`src/skdf_pkg.sv`:
```
// Shared types, constants and the control-store program for the scalar Kalman distance filter.
// Depends on nothing; used by skdf_datapath and scalar_kalman_distance_filter.
`timescale 1ns / 1ps

package skdf_pkg;

    // Field and register widths.
    localparam int RAW_W  = 13;
    localparam int OFS_W  = 10;
    localparam int Q_W    = 32;
    localparam int OUT_W  = 14;
    localparam int GAIN_W = 17;
    localparam int PC_W   = 3;
    localparam int CNT_W  = 5;

    // Register indexes of the configuration port.
    localparam logic [1:0] CFG_OFFSET_MM         = 2'd0;
    localparam logic [1:0] CFG_PROCESS_NOISE     = 2'd1;
    localparam logic [1:0] CFG_MEASUREMENT_NOISE = 2'd2;

    // Reset values.
    localparam logic [OFS_W-1:0] OFFSET_RESET   = '0;
    localparam logic [Q_W-1:0]   NOISE_RESET    = 32'd65536;
    localparam logic [Q_W-1:0]   VARIANCE_RESET = 32'd6553600;

    // Unity gain in Q1.16 and the number of quotient bits minus one.
    localparam logic [GAIN_W:0]  GAIN_ONE  = 18'd65536;
    localparam logic [CNT_W-1:0] DIV_LAST  = 5'd16;

    // Micro-operations that the datapath understands.
    typedef enum logic [2:0] {
        UOP_WAIT = 3'd0,
        UOP_VADD = 3'd1,
        UOP_DEN  = 3'd2,
        UOP_DIV  = 3'd3,
        UOP_MULG = 3'd4,
        UOP_UPE  = 3'd5,
        UOP_UPV  = 3'd6,
        UOP_OUT  = 3'd7
    } t_uop;

    // Jump conditions of a control word.
    typedef enum logic [1:0] {
        COND_NONE       = 2'd0,
        COND_ALWAYS     = 2'd1,
        COND_LOOP       = 2'd2,
        COND_NOT_PRIMED = 2'd3
    } t_cond;

    // One control word.
    typedef struct packed {
        t_uop             uop;
        t_cond            cond;
        logic [PC_W-1:0]  target;
    } t_ctrl;

    // Status the datapath returns to the sequencer.
    typedef struct packed {
        logic primed;
        logic loop_more;
    } t_stat;

    // Step addresses of the program.
    localparam logic [PC_W-1:0] STEP_WAIT = 3'd0;
    localparam logic [PC_W-1:0] STEP_VADD = 3'd1;
    localparam logic [PC_W-1:0] STEP_DEN  = 3'd2;
    localparam logic [PC_W-1:0] STEP_DIV  = 3'd3;
    localparam logic [PC_W-1:0] STEP_MULG = 3'd4;
    localparam logic [PC_W-1:0] STEP_UPE  = 3'd5;
    localparam logic [PC_W-1:0] STEP_UPV  = 3'd6;
    localparam logic [PC_W-1:0] STEP_OUT  = 3'd7;

    // Control store: one word per step.
    function automatic t_ctrl ucode_rom(input logic [PC_W-1:0] pc);
        t_ctrl w;
        case (pc)
            STEP_WAIT: w = '{uop: UOP_WAIT, cond: COND_NOT_PRIMED, target: STEP_OUT};
            STEP_VADD: w = '{uop: UOP_VADD, cond: COND_NONE,       target: STEP_WAIT};
            STEP_DEN:  w = '{uop: UOP_DEN,  cond: COND_NONE,       target: STEP_WAIT};
            STEP_DIV:  w = '{uop: UOP_DIV,  cond: COND_LOOP,       target: STEP_DIV};
            STEP_MULG: w = '{uop: UOP_MULG, cond: COND_NONE,       target: STEP_WAIT};
            STEP_UPE:  w = '{uop: UOP_UPE,  cond: COND_NONE,       target: STEP_WAIT};
            STEP_UPV:  w = '{uop: UOP_UPV,  cond: COND_NONE,       target: STEP_WAIT};
            STEP_OUT:  w = '{uop: UOP_OUT,  cond: COND_ALWAYS,     target: STEP_WAIT};
            default:   w = '{uop: UOP_WAIT, cond: COND_NONE,       target: STEP_WAIT};
        endcase
        return w;
    endfunction

endpackage

```
`src/skdf_datapath.sv`:
```
// Arithmetic datapath of the scalar Kalman distance filter: filter state, divider and multiplier.
// Depends on skdf_pkg; driven by the control words of scalar_kalman_distance_filter.
`timescale 1ns / 1ps

module skdf_datapath (
    input  logic                            i_clk,
    input  logic                            i_rst_n,
    input  skdf_pkg::t_ctrl                 i_ctrl,
    input  logic                            i_go,
    input  logic [skdf_pkg::RAW_W-1:0]      i_raw_distance_mm,
    input  logic signed [skdf_pkg::OFS_W-1:0] i_offset_mm,
    input  logic [skdf_pkg::Q_W-1:0]        i_process_noise,
    input  logic [skdf_pkg::Q_W-1:0]        i_measurement_noise,
    output skdf_pkg::t_stat                 o_stat,
    output logic [skdf_pkg::OUT_W-1:0]      o_result
);

    // Filter state.
    logic signed [31:0] r_est;
    logic [31:0]        r_err;
    logic               r_primed;

    // Working registers of one step.
    logic signed [31:0] r_meas;
    logic [31:0]        r_var;
    logic signed [32:0] r_diff;
    logic [32:0]        r_den;
    logic [33:0]        r_rem;
    logic [skdf_pkg::GAIN_W-1:0] r_quo;
    logic [skdf_pkg::CNT_W-1:0]  r_cnt;
    logic signed [50:0] r_prod;

    logic signed [15:0] meas_mm;
    logic signed [31:0] meas;
    logic [32:0]        var_sum;
    logic [31:0]        var_sat;
    logic               div_ge;
    logic [33:0]        rem_sub;
    logic signed [17:0] mul_a;
    logic signed [32:0] mul_b;
    logic signed [50:0] mul_p;
    logic signed [34:0] corr;
    logic signed [35:0] est_sum;
    logic signed [31:0] est_sat;
    logic [skdf_pkg::GAIN_W:0] one_minus_gain;

    // Measurement in Q16.16: the offset-corrected sample always fits 16 signed bits.
    assign meas_mm = $signed({3'b000, i_raw_distance_mm})
                   - $signed({{6{i_offset_mm[skdf_pkg::OFS_W-1]}}, i_offset_mm});
    assign meas = $signed({meas_mm, 16'h0000});

    // Predicted variance, saturating at full scale.
    assign var_sum = {1'b0, r_err} + {1'b0, i_process_noise};
    assign var_sat = var_sum[32] ? '1 : var_sum[31:0];

    // One restoring division step; a zero divisor yields zero gain.
    assign div_ge  = (r_rem >= {1'b0, r_den}) && (r_den != '0);
    assign rem_sub = div_ge ? (r_rem - {1'b0, r_den}) : r_rem;

    // Shared multiplier: gain times innovation, then variance times (1 - gain).
    assign one_minus_gain = skdf_pkg::GAIN_ONE - {1'b0, r_quo};
    always_comb begin
        if (i_ctrl.uop == skdf_pkg::UOP_MULG) begin
            mul_a = $signed({1'b0, r_quo});
            mul_b = r_diff;
        end else begin
            mul_a = $signed(one_minus_gain);
            mul_b = $signed({1'b0, r_var});
        end
    end
    assign mul_p = mul_a * mul_b;

    // Estimate correction rounded toward minus infinity, then saturated.
    assign corr    = r_prod[50:16];
    assign est_sum = {{4{r_est[31]}}, r_est} + {corr[34], corr};
    always_comb begin
        if (est_sum[35:31] == 5'b00000 || est_sum[35:31] == 5'b11111) begin
            est_sat = est_sum[31:0];
        end else if (est_sum[35]) begin
            est_sat = 32'sh8000_0000;
        end else begin
            est_sat = 32'sh7FFF_FFFF;
        end
    end

    // Filter state with reset.
    always_ff @(posedge i_clk) begin
        if (!i_rst_n) begin
            r_est    <= '0;
            r_err    <= skdf_pkg::VARIANCE_RESET;
            r_primed <= 1'b0;
        end else if (i_go) begin
            case (i_ctrl.uop)
                skdf_pkg::UOP_WAIT: begin
                    r_primed <= 1'b1;
                    if (!r_primed) begin
                        r_est <= meas;
                    end
                end
                skdf_pkg::UOP_UPE: r_est <= est_sat;
                skdf_pkg::UOP_UPV: r_err <= r_prod[47:16];
                default: ;
            endcase
        end
    end

    // Working registers; the loop counter only matters inside the divide loop.
    always_ff @(posedge i_clk) begin
        if (i_go) begin
            case (i_ctrl.uop)
                skdf_pkg::UOP_WAIT: r_meas <= meas;
                skdf_pkg::UOP_VADD: begin
                    r_var  <= var_sat;
                    r_diff <= {r_meas[31], r_meas} - {r_est[31], r_est};
                end
                skdf_pkg::UOP_DEN: begin
                    r_den <= {1'b0, r_var} + {1'b0, i_measurement_noise};
                    r_rem <= {2'b00, r_var};
                    r_quo <= '0;
                    r_cnt <= skdf_pkg::DIV_LAST;
                end
                skdf_pkg::UOP_DIV: begin
                    r_rem <= {rem_sub[32:0], 1'b0};
                    r_quo <= {r_quo[skdf_pkg::GAIN_W-2:0], div_ge};
                    r_cnt <= r_cnt - 1'b1;
                end
                skdf_pkg::UOP_MULG: r_prod <= mul_p;
                skdf_pkg::UOP_UPE:  r_prod <= mul_p;
                default: ;
            endcase
        end
    end

    assign o_stat.primed    = r_primed;
    assign o_stat.loop_more = (r_cnt != '0);

    // Whole millimetres of the estimate, zero when it is not positive.
    assign o_result = (r_est[31] || r_est == '0) ? '0 : r_est[29:16];

endmodule

```
`src/scalar_kalman_distance_filter.sv`:
```
// Top level of the scalar Kalman distance filter: handshakes, configuration registers and sequencer.
// Depends on skdf_pkg and skdf_datapath.
`timescale 1ns / 1ps

// A one-dimensional Kalman filter for range samples. Each input word is a raw distance in mm;
// the configured offset is subtracted, and each input word yields exactly one output word, the
// filtered distance in whole mm with negative estimates clamped to zero. The first sample after
// reset loads the estimate and goes straight to the output step; every later sample runs the whole
// control program, including the 17 steps of the bit-serial gain divider, from acceptance to the
// output register. One item is processed at a time, but the next input word can be taken
// while the previous result still waits in the output register. Configuration writes are
// accepted in any cycle and should be issued only while the filter is idle.
module scalar_kalman_distance_filter (
    input  logic                             i_clk,
    input  logic                             i_rst_n,
    input  logic                             i_in_valid,
    output logic                             o_in_ready,
    input  logic [skdf_pkg::RAW_W-1:0]       i_raw_distance_mm,
    output logic                             o_out_valid,
    input  logic                             i_out_ready,
    output logic [skdf_pkg::OUT_W-1:0]       o_filtered_distance_mm,
    input  logic                             i_cfg_valid,
    output logic                             o_cfg_ready,
    input  logic [1:0]                       i_cfg_index,
    input  logic [skdf_pkg::Q_W-1:0]         i_cfg_data
);

    logic [skdf_pkg::PC_W-1:0]  r_pc;
    logic [skdf_pkg::PC_W-1:0]  n_pc;
    logic                       r_out_valid;
    logic [skdf_pkg::OUT_W-1:0] r_out_data;
    logic signed [skdf_pkg::OFS_W-1:0] r_offset_mm;
    logic [skdf_pkg::Q_W-1:0]   r_process_noise;
    logic [skdf_pkg::Q_W-1:0]   r_measurement_noise;

    skdf_pkg::t_ctrl            ctrl;
    skdf_pkg::t_stat            stat;
    logic                       stall;
    logic                       go;
    logic                       jump;
    logic                       out_free;
    logic [skdf_pkg::OUT_W-1:0] result;

    // Fetch the control word of the current step.
    assign ctrl = skdf_pkg::ucode_rom(r_pc);

    // A step waits for an input word or for room in the output register.
    assign out_free = !r_out_valid || i_out_ready;
    assign stall = (ctrl.uop == skdf_pkg::UOP_WAIT && !i_in_valid)
                || (ctrl.uop == skdf_pkg::UOP_OUT && !out_free);
    assign go = !stall;

    // Jump condition of the control word.
    always_comb begin
        case (ctrl.cond)
            skdf_pkg::COND_NONE:       jump = 1'b0;
            skdf_pkg::COND_ALWAYS:     jump = 1'b1;
            skdf_pkg::COND_LOOP:       jump = stat.loop_more;
            skdf_pkg::COND_NOT_PRIMED: jump = !stat.primed;
            default:                   jump = 1'b0;
        endcase
    end

    // Next step address.
    always_comb begin
        if (stall) begin
            n_pc = r_pc;
        end else if (jump) begin
            n_pc = ctrl.target;
        end else begin
            n_pc = r_pc + 1'b1;
        end
    end

    always_ff @(posedge i_clk) begin
        if (!i_rst_n) begin
            r_pc <= skdf_pkg::STEP_WAIT;
        end else begin
            r_pc <= n_pc;
        end
    end

    skdf_datapath u_datapath (
        .i_clk               (i_clk),
        .i_rst_n             (i_rst_n),
        .i_ctrl              (ctrl),
        .i_go                (go),
        .i_raw_distance_mm   (i_raw_distance_mm),
        .i_offset_mm         (r_offset_mm),
        .i_process_noise     (r_process_noise),
        .i_measurement_noise (r_measurement_noise),
        .o_stat              (stat),
        .o_result            (result)
    );

    // Output register: loaded by the last step, emptied by the consumer.
    always_ff @(posedge i_clk) begin
        if (!i_rst_n) begin
            r_out_valid <= 1'b0;
        end else if (ctrl.uop == skdf_pkg::UOP_OUT && out_free) begin
            r_out_valid <= 1'b1;
        end else if (i_out_ready) begin
            r_out_valid <= 1'b0;
        end
    end

    always_ff @(posedge i_clk) begin
        if (ctrl.uop == skdf_pkg::UOP_OUT && out_free) begin
            r_out_data <= result;
        end
    end

    // Configuration registers; writes to an unused index are dropped.
    always_ff @(posedge i_clk) begin
        if (!i_rst_n) begin
            r_offset_mm         <= skdf_pkg::OFFSET_RESET;
            r_process_noise     <= skdf_pkg::NOISE_RESET;
            r_measurement_noise <= skdf_pkg::NOISE_RESET;
        end else if (i_cfg_valid) begin
            case (i_cfg_index)
                skdf_pkg::CFG_OFFSET_MM:
                    r_offset_mm <= i_cfg_data[skdf_pkg::OFS_W-1:0];
                skdf_pkg::CFG_PROCESS_NOISE:
                    r_process_noise <= i_cfg_data;
                skdf_pkg::CFG_MEASUREMENT_NOISE:
                    r_measurement_noise <= i_cfg_data;
                default: ;
            endcase
        end
    end

    assign o_in_ready             = (ctrl.uop == skdf_pkg::UOP_WAIT);
    assign o_out_valid            = r_out_valid;
    assign o_filtered_distance_mm = r_out_data;
    assign o_cfg_ready            = 1'b1;

endmodule
```
`config.mk`:
```
export PLATFORM = sky130hd
export DESIGN_NAME = scalar_kalman_distance_filter
export DESIGN_NICKNAME = d
export VERILOG_FILES = /design/src/skdf_pkg.sv /design/src/skdf_datapath.sv /design/src/scalar_kalman_distance_filter.sv
export SDC_FILE = /design/constraint.sdc
export NUM_CORES = 2
export LEC_CHECK = 0
export ABC_AREA = 1
export BUFFER_PORTS_ARGS = -buffer_cell sky130_fd_sc_hd__buf_2
export CAP_MARGIN = 20
export CELL_PAD_IN_SITES_DETAIL_PLACEMENT = 0
export CELL_PAD_IN_SITES_GLOBAL_PLACEMENT = 2
export CORE_UTILIZATION = 40
export DETAILED_ROUTE_END_ITERATION = 8
export PLACE_DENSITY = 0.93
export SYNTH_ARGS = -nofsm -noshare
export SYNTH_HDL_FRONTEND = slang
export SYNTH_HIERARCHICAL = 1
export SYNTH_SLANG_ARGS = --single-unit
```
`constraint.sdc`:
```
create_clock -name i_clk -period 8.1 [get_ports i_clk]
set_input_delay 1.215 -clock i_clk [delete_from_list [all_inputs] [get_ports i_clk]]
set_output_delay 1.215 -clock i_clk [all_outputs]
set_load 0.02 [all_outputs]
```
==> summary.md <==
| Metric | Value |
|---|---|
| Area grow syn2layout | `8.82%` |
| I/O pin total | `69` |
| CTS Hold Bufs | `0` |
| Unrepaired setup endpoints after global routing | `false` |
| CTS sink cnt | `367` |
| Post-route DRC | `0` |
| Mapped cell area | `0.0440 mm^2` |
| Vias | `36624` |
| Worst path required time | `between 8 and 9 ns` |
| Synth cell types | `70` |
| N_diodes | `0` |
| Post-synth top area cell | `fa_1` |
| Vias in the first global route | `36727` |
| Setup crit start kind | `flip-flop` |
| CP Data Arrival Time | `between 8 and 9 ns` |
| Clock transition at path regs | `0.06 ns` |
| DIE AREA | `approximately 0.11 mm^2` |
| Total grt overflow | `0` |
| Post-Syn Area per Cell | `7.90 um^2` |
| Pre-antenna DRT Iters | `6` |
| Die Wd | `334 um` |
| CP max stage delay | `0.59 ns` |
| Slew margin rel. | `29.0%` |
| Min-delay src | `r_offset_mm[2]` |
| Gp weighted congestion | `0.957` |
| Share of layout cells above drive strength 1 | `6.54%` |
| Post-synth EDFFs | `roughly 220` |
| Htree depth | `2` |
| # Max-Cap Violations | `0` |
| Remaining antenna violation count | `0` |
| Largest net degree at the start of global routing | `around 110` |
| Critical path class | `flip-flop to flip-flop` |
| WP depth | `34` |
| Synth top area cells | `fa_1 26%, edfxtp_1 15%, nand2_1 10%` |
| 1st-iter DRT viols | `about 2700` |
| Async S/R FF share, synth | `0%` |
| CORE AREA | `around 0.11 mm^2` |
| Global-route wire length before repair | `219000 um` |
| Clock Path Buffers | `3` |
| Initial antenna violation count | `1` |
| Top FF cell, synth | `edfxtp_1` |
| Row Count | `roughly 120` |
| Area taken by multi-input logic gates | `0.0297 mm^2` |
| Final Max Tran Viols | `0` |
| Slowest-stage cell, CP | `fa_1` |
| Worst setup path end | `u_datapath/r_prod[49]` |
| Area share of the largest cell type after synthesis | `26.1%` |
| Initial core utilization | `40.4%` |
| Total negative slack | `0 ns` |
| Crit path time final | `7.82 ns` |
| Max layer used | `met4` |
| Worst r2r src | `u_datapath/r_quo[0]` |
| FF+latch count, synth | `367` |
| Reg2reg end | `u_datapath/r_prod[49]` |
| Final setup vio count | `0` |
| Syn Inst Count | `5570` |
| FF-to-FF path depth | `34` |
| Clock skew | `0.0274 ns` |
| Status | `finished clean` |
| Via density | `5.17` |
| CTS tree | `built` |
| Nets | `6552` |
| WL/cell | `between 20 and 25 um` |
| Die Ht | `about 330 um` |
| TritonCTS Buffers | `43` |
| Root buffer cell | `clkbuf_16` |
| CP Buf/Inv Count | `10` |
| Fin crit share | `96.5%` |
| Cell family with most CP delay | `adder cells` |
| Total area of sequential cells | `0.00953 mm^2` |
| FILL cells | `~11000` |
| Worst Hold Class | `flip-flop to flip-flop` |
| DR WL met3 | `7710 um` |
| DRT met1 WL | `64300 um` |
| Dpl hpwl | `about 120000 um` |
| Worst Max-Slew Pin Slew | `~1.1 ns` |
| Fmax | `between 100 and 150 MHz` |
| FF-to-FF setup slack | `0.28 ns` |
| Met2 wire length | `65700 um` |
| Worst skew pair latency | `0.60 ns` |
| IO buf count | `67` |
| Final hold vios | `0` |
| Total GRT Usage | `25.7%` |
| DRT Wirelength | `142000 um` |
| Syn Nets | `about 6500` |
| Register area share after synthesis | `21.6%` |
| Synthesis warning total | `6` |
| Worst Setup End Kind | `flip-flop` |
| CP Launch Point | `u_datapath/r_quo[0]` |
| Max FO, Critical Path | `13` |
==> metrics by stage <==
stage	worst slack [ns]	hold slack, ns	util (%)	area [um^2]	cells
6_report	0.281	0.491	43.9	47900	7090
5_1_grt	0.00164	0.519	43.9	47900	7090
4_1_cts	0.0708	0.495	43.8	47800	7082
3_5_place_dp	0.0932	0.484	42.5	46300	7002
3_3_place_gp	0.164	0.473	42.5	46300	7002
2_1_floorplan	1.28	0.433	-	44000	5570
==> cell type report <==
| type | instances | area share (%) |
|---|---|---|
| multi-input combinational | 3928 | 61.9 |
| clock buffer | 57 | 2.66 |
| sequential | 367 | 19.9 |
| clock inverter | 23 | 0.431 |
| tap | 1414 | 3.69 |
| inverter | 1128 | 8.87 |
| timing repair buffer | 173 | 2.52 |
==> cell usage in the layout (no fill, tap or decap), types with 37 or more instances in the layout <==
master / Yosys / routed
nand2_1: 1174 / 1172
inv_1: 1104 / 1103
nor2_1: 655 / 651
fa_1: 573 / 573
ha_1: 286 / 285
a21oi_1: 253 / 252
o21ai_0: 245 / 236
edfxtp_1: 218 / 218
nand3_1: 157 / 157
dfxtp_1: 149 / 149
xor2_1: 106 / 105
buf_4: 4 / 99
xnor2_1: 74 / 74
buf_2: 30 / 67
clkbuf_16: 0 / 48
nor3_1: 45 / 42
a31oi_1: 42 / 42
nand4_1: 37 / 37
==> sequential cells by signal, indices dropped and copies added (netlist names) <==
name / cells
u_datapath/r_primed: 1
u_datapath/r_var: 32
o_out_valid: 1
u_datapath/r_meas: 15
o_filtered_distance_mm: 14
u_datapath/r_cnt: 5
u_datapath/r_diff: 33
ctrl: 6
u_datapath/r_prod: 35
r_offset_mm: 10
u_datapath/r_quo: 17
r_pc: 3
u_datapath/r_err: 32
r_measurement_noise: 32
u_datapath/r_est: 32
u_datapath/r_den: 33
u_datapath/r_rem: 34
r_process_noise: 32
==> cells by family (layout without fill, tap and decap cells) <==
group | count (synthesis) | after routing | synth area share [%]
simple gates | 2181 | 2181 | 20.3
compound gates | 706 | 707 | 9.11
flops | 367 | 367 | 21.6
xor+xnor | 180 | 180 | 3.58
buf+inv | 1276 | 1381 | 11.2
other cells | 1 | 1 | 0.00852
fa+ha+maj | 859 | 859 | 34.2
==> worst register-to-register path: cells and delay by family, from the launching register on <==
| kind | cells | cell delay, ns |
|---|---|---|
| fa+ha+maj | 8 | 3.56 |
| simple gates | 11 | 1.34 |
| flops | 1 | 0.48 |
| compound gates | 3 | 0.44 |
| xor+xnor | 2 | 0.25 |
| buf+inv | 10 | 1.50 |
==> per-layer routing <==
metal  track usage (%)  vias up
met4              7.31        0
met3              2.28      175
met5                 0        -
met2              41.9      979
met1              36.3    18002
li1                  -    17468
==> how the worst min path moves through the flow <==
stage,to,slack [ns],cells past startpoint
final,r_offset_mm[2],0.49,2
after global routing,r_offset_mm[3],0.52,2
after global placement,r_offset_mm[2],0.47,2
after floorplan,u_datapath/r_err[18],0.43,2
after detailed placement,r_offset_mm[2],0.48,2
after CTS,r_offset_mm[2],0.49,2
==> synth_stat cells (all sizes together) (33+ instances only) <==
cell type  number
nand3         164
fa            573
inv          1116
dfxtp         149
buf            44
ha            286
clkbuf        104
xor2          106
nand4          37
edfxtp        218
a21oi         256
xnor2          74
o211ai         33
o21ai         277
nor2          684
a31oi          43
nand2        1189
nor3           52
==> timing repair <==
action,CTS,global route
hold endpoints to repair,0,0
setup buffers,0,4
gates resized for setup,0,10
setup endpoints to repair,0,25
Power is left out: the tool's default activity adds up to more than one toggle a clock period on the data nets, which glitch-free logic cannot reach.
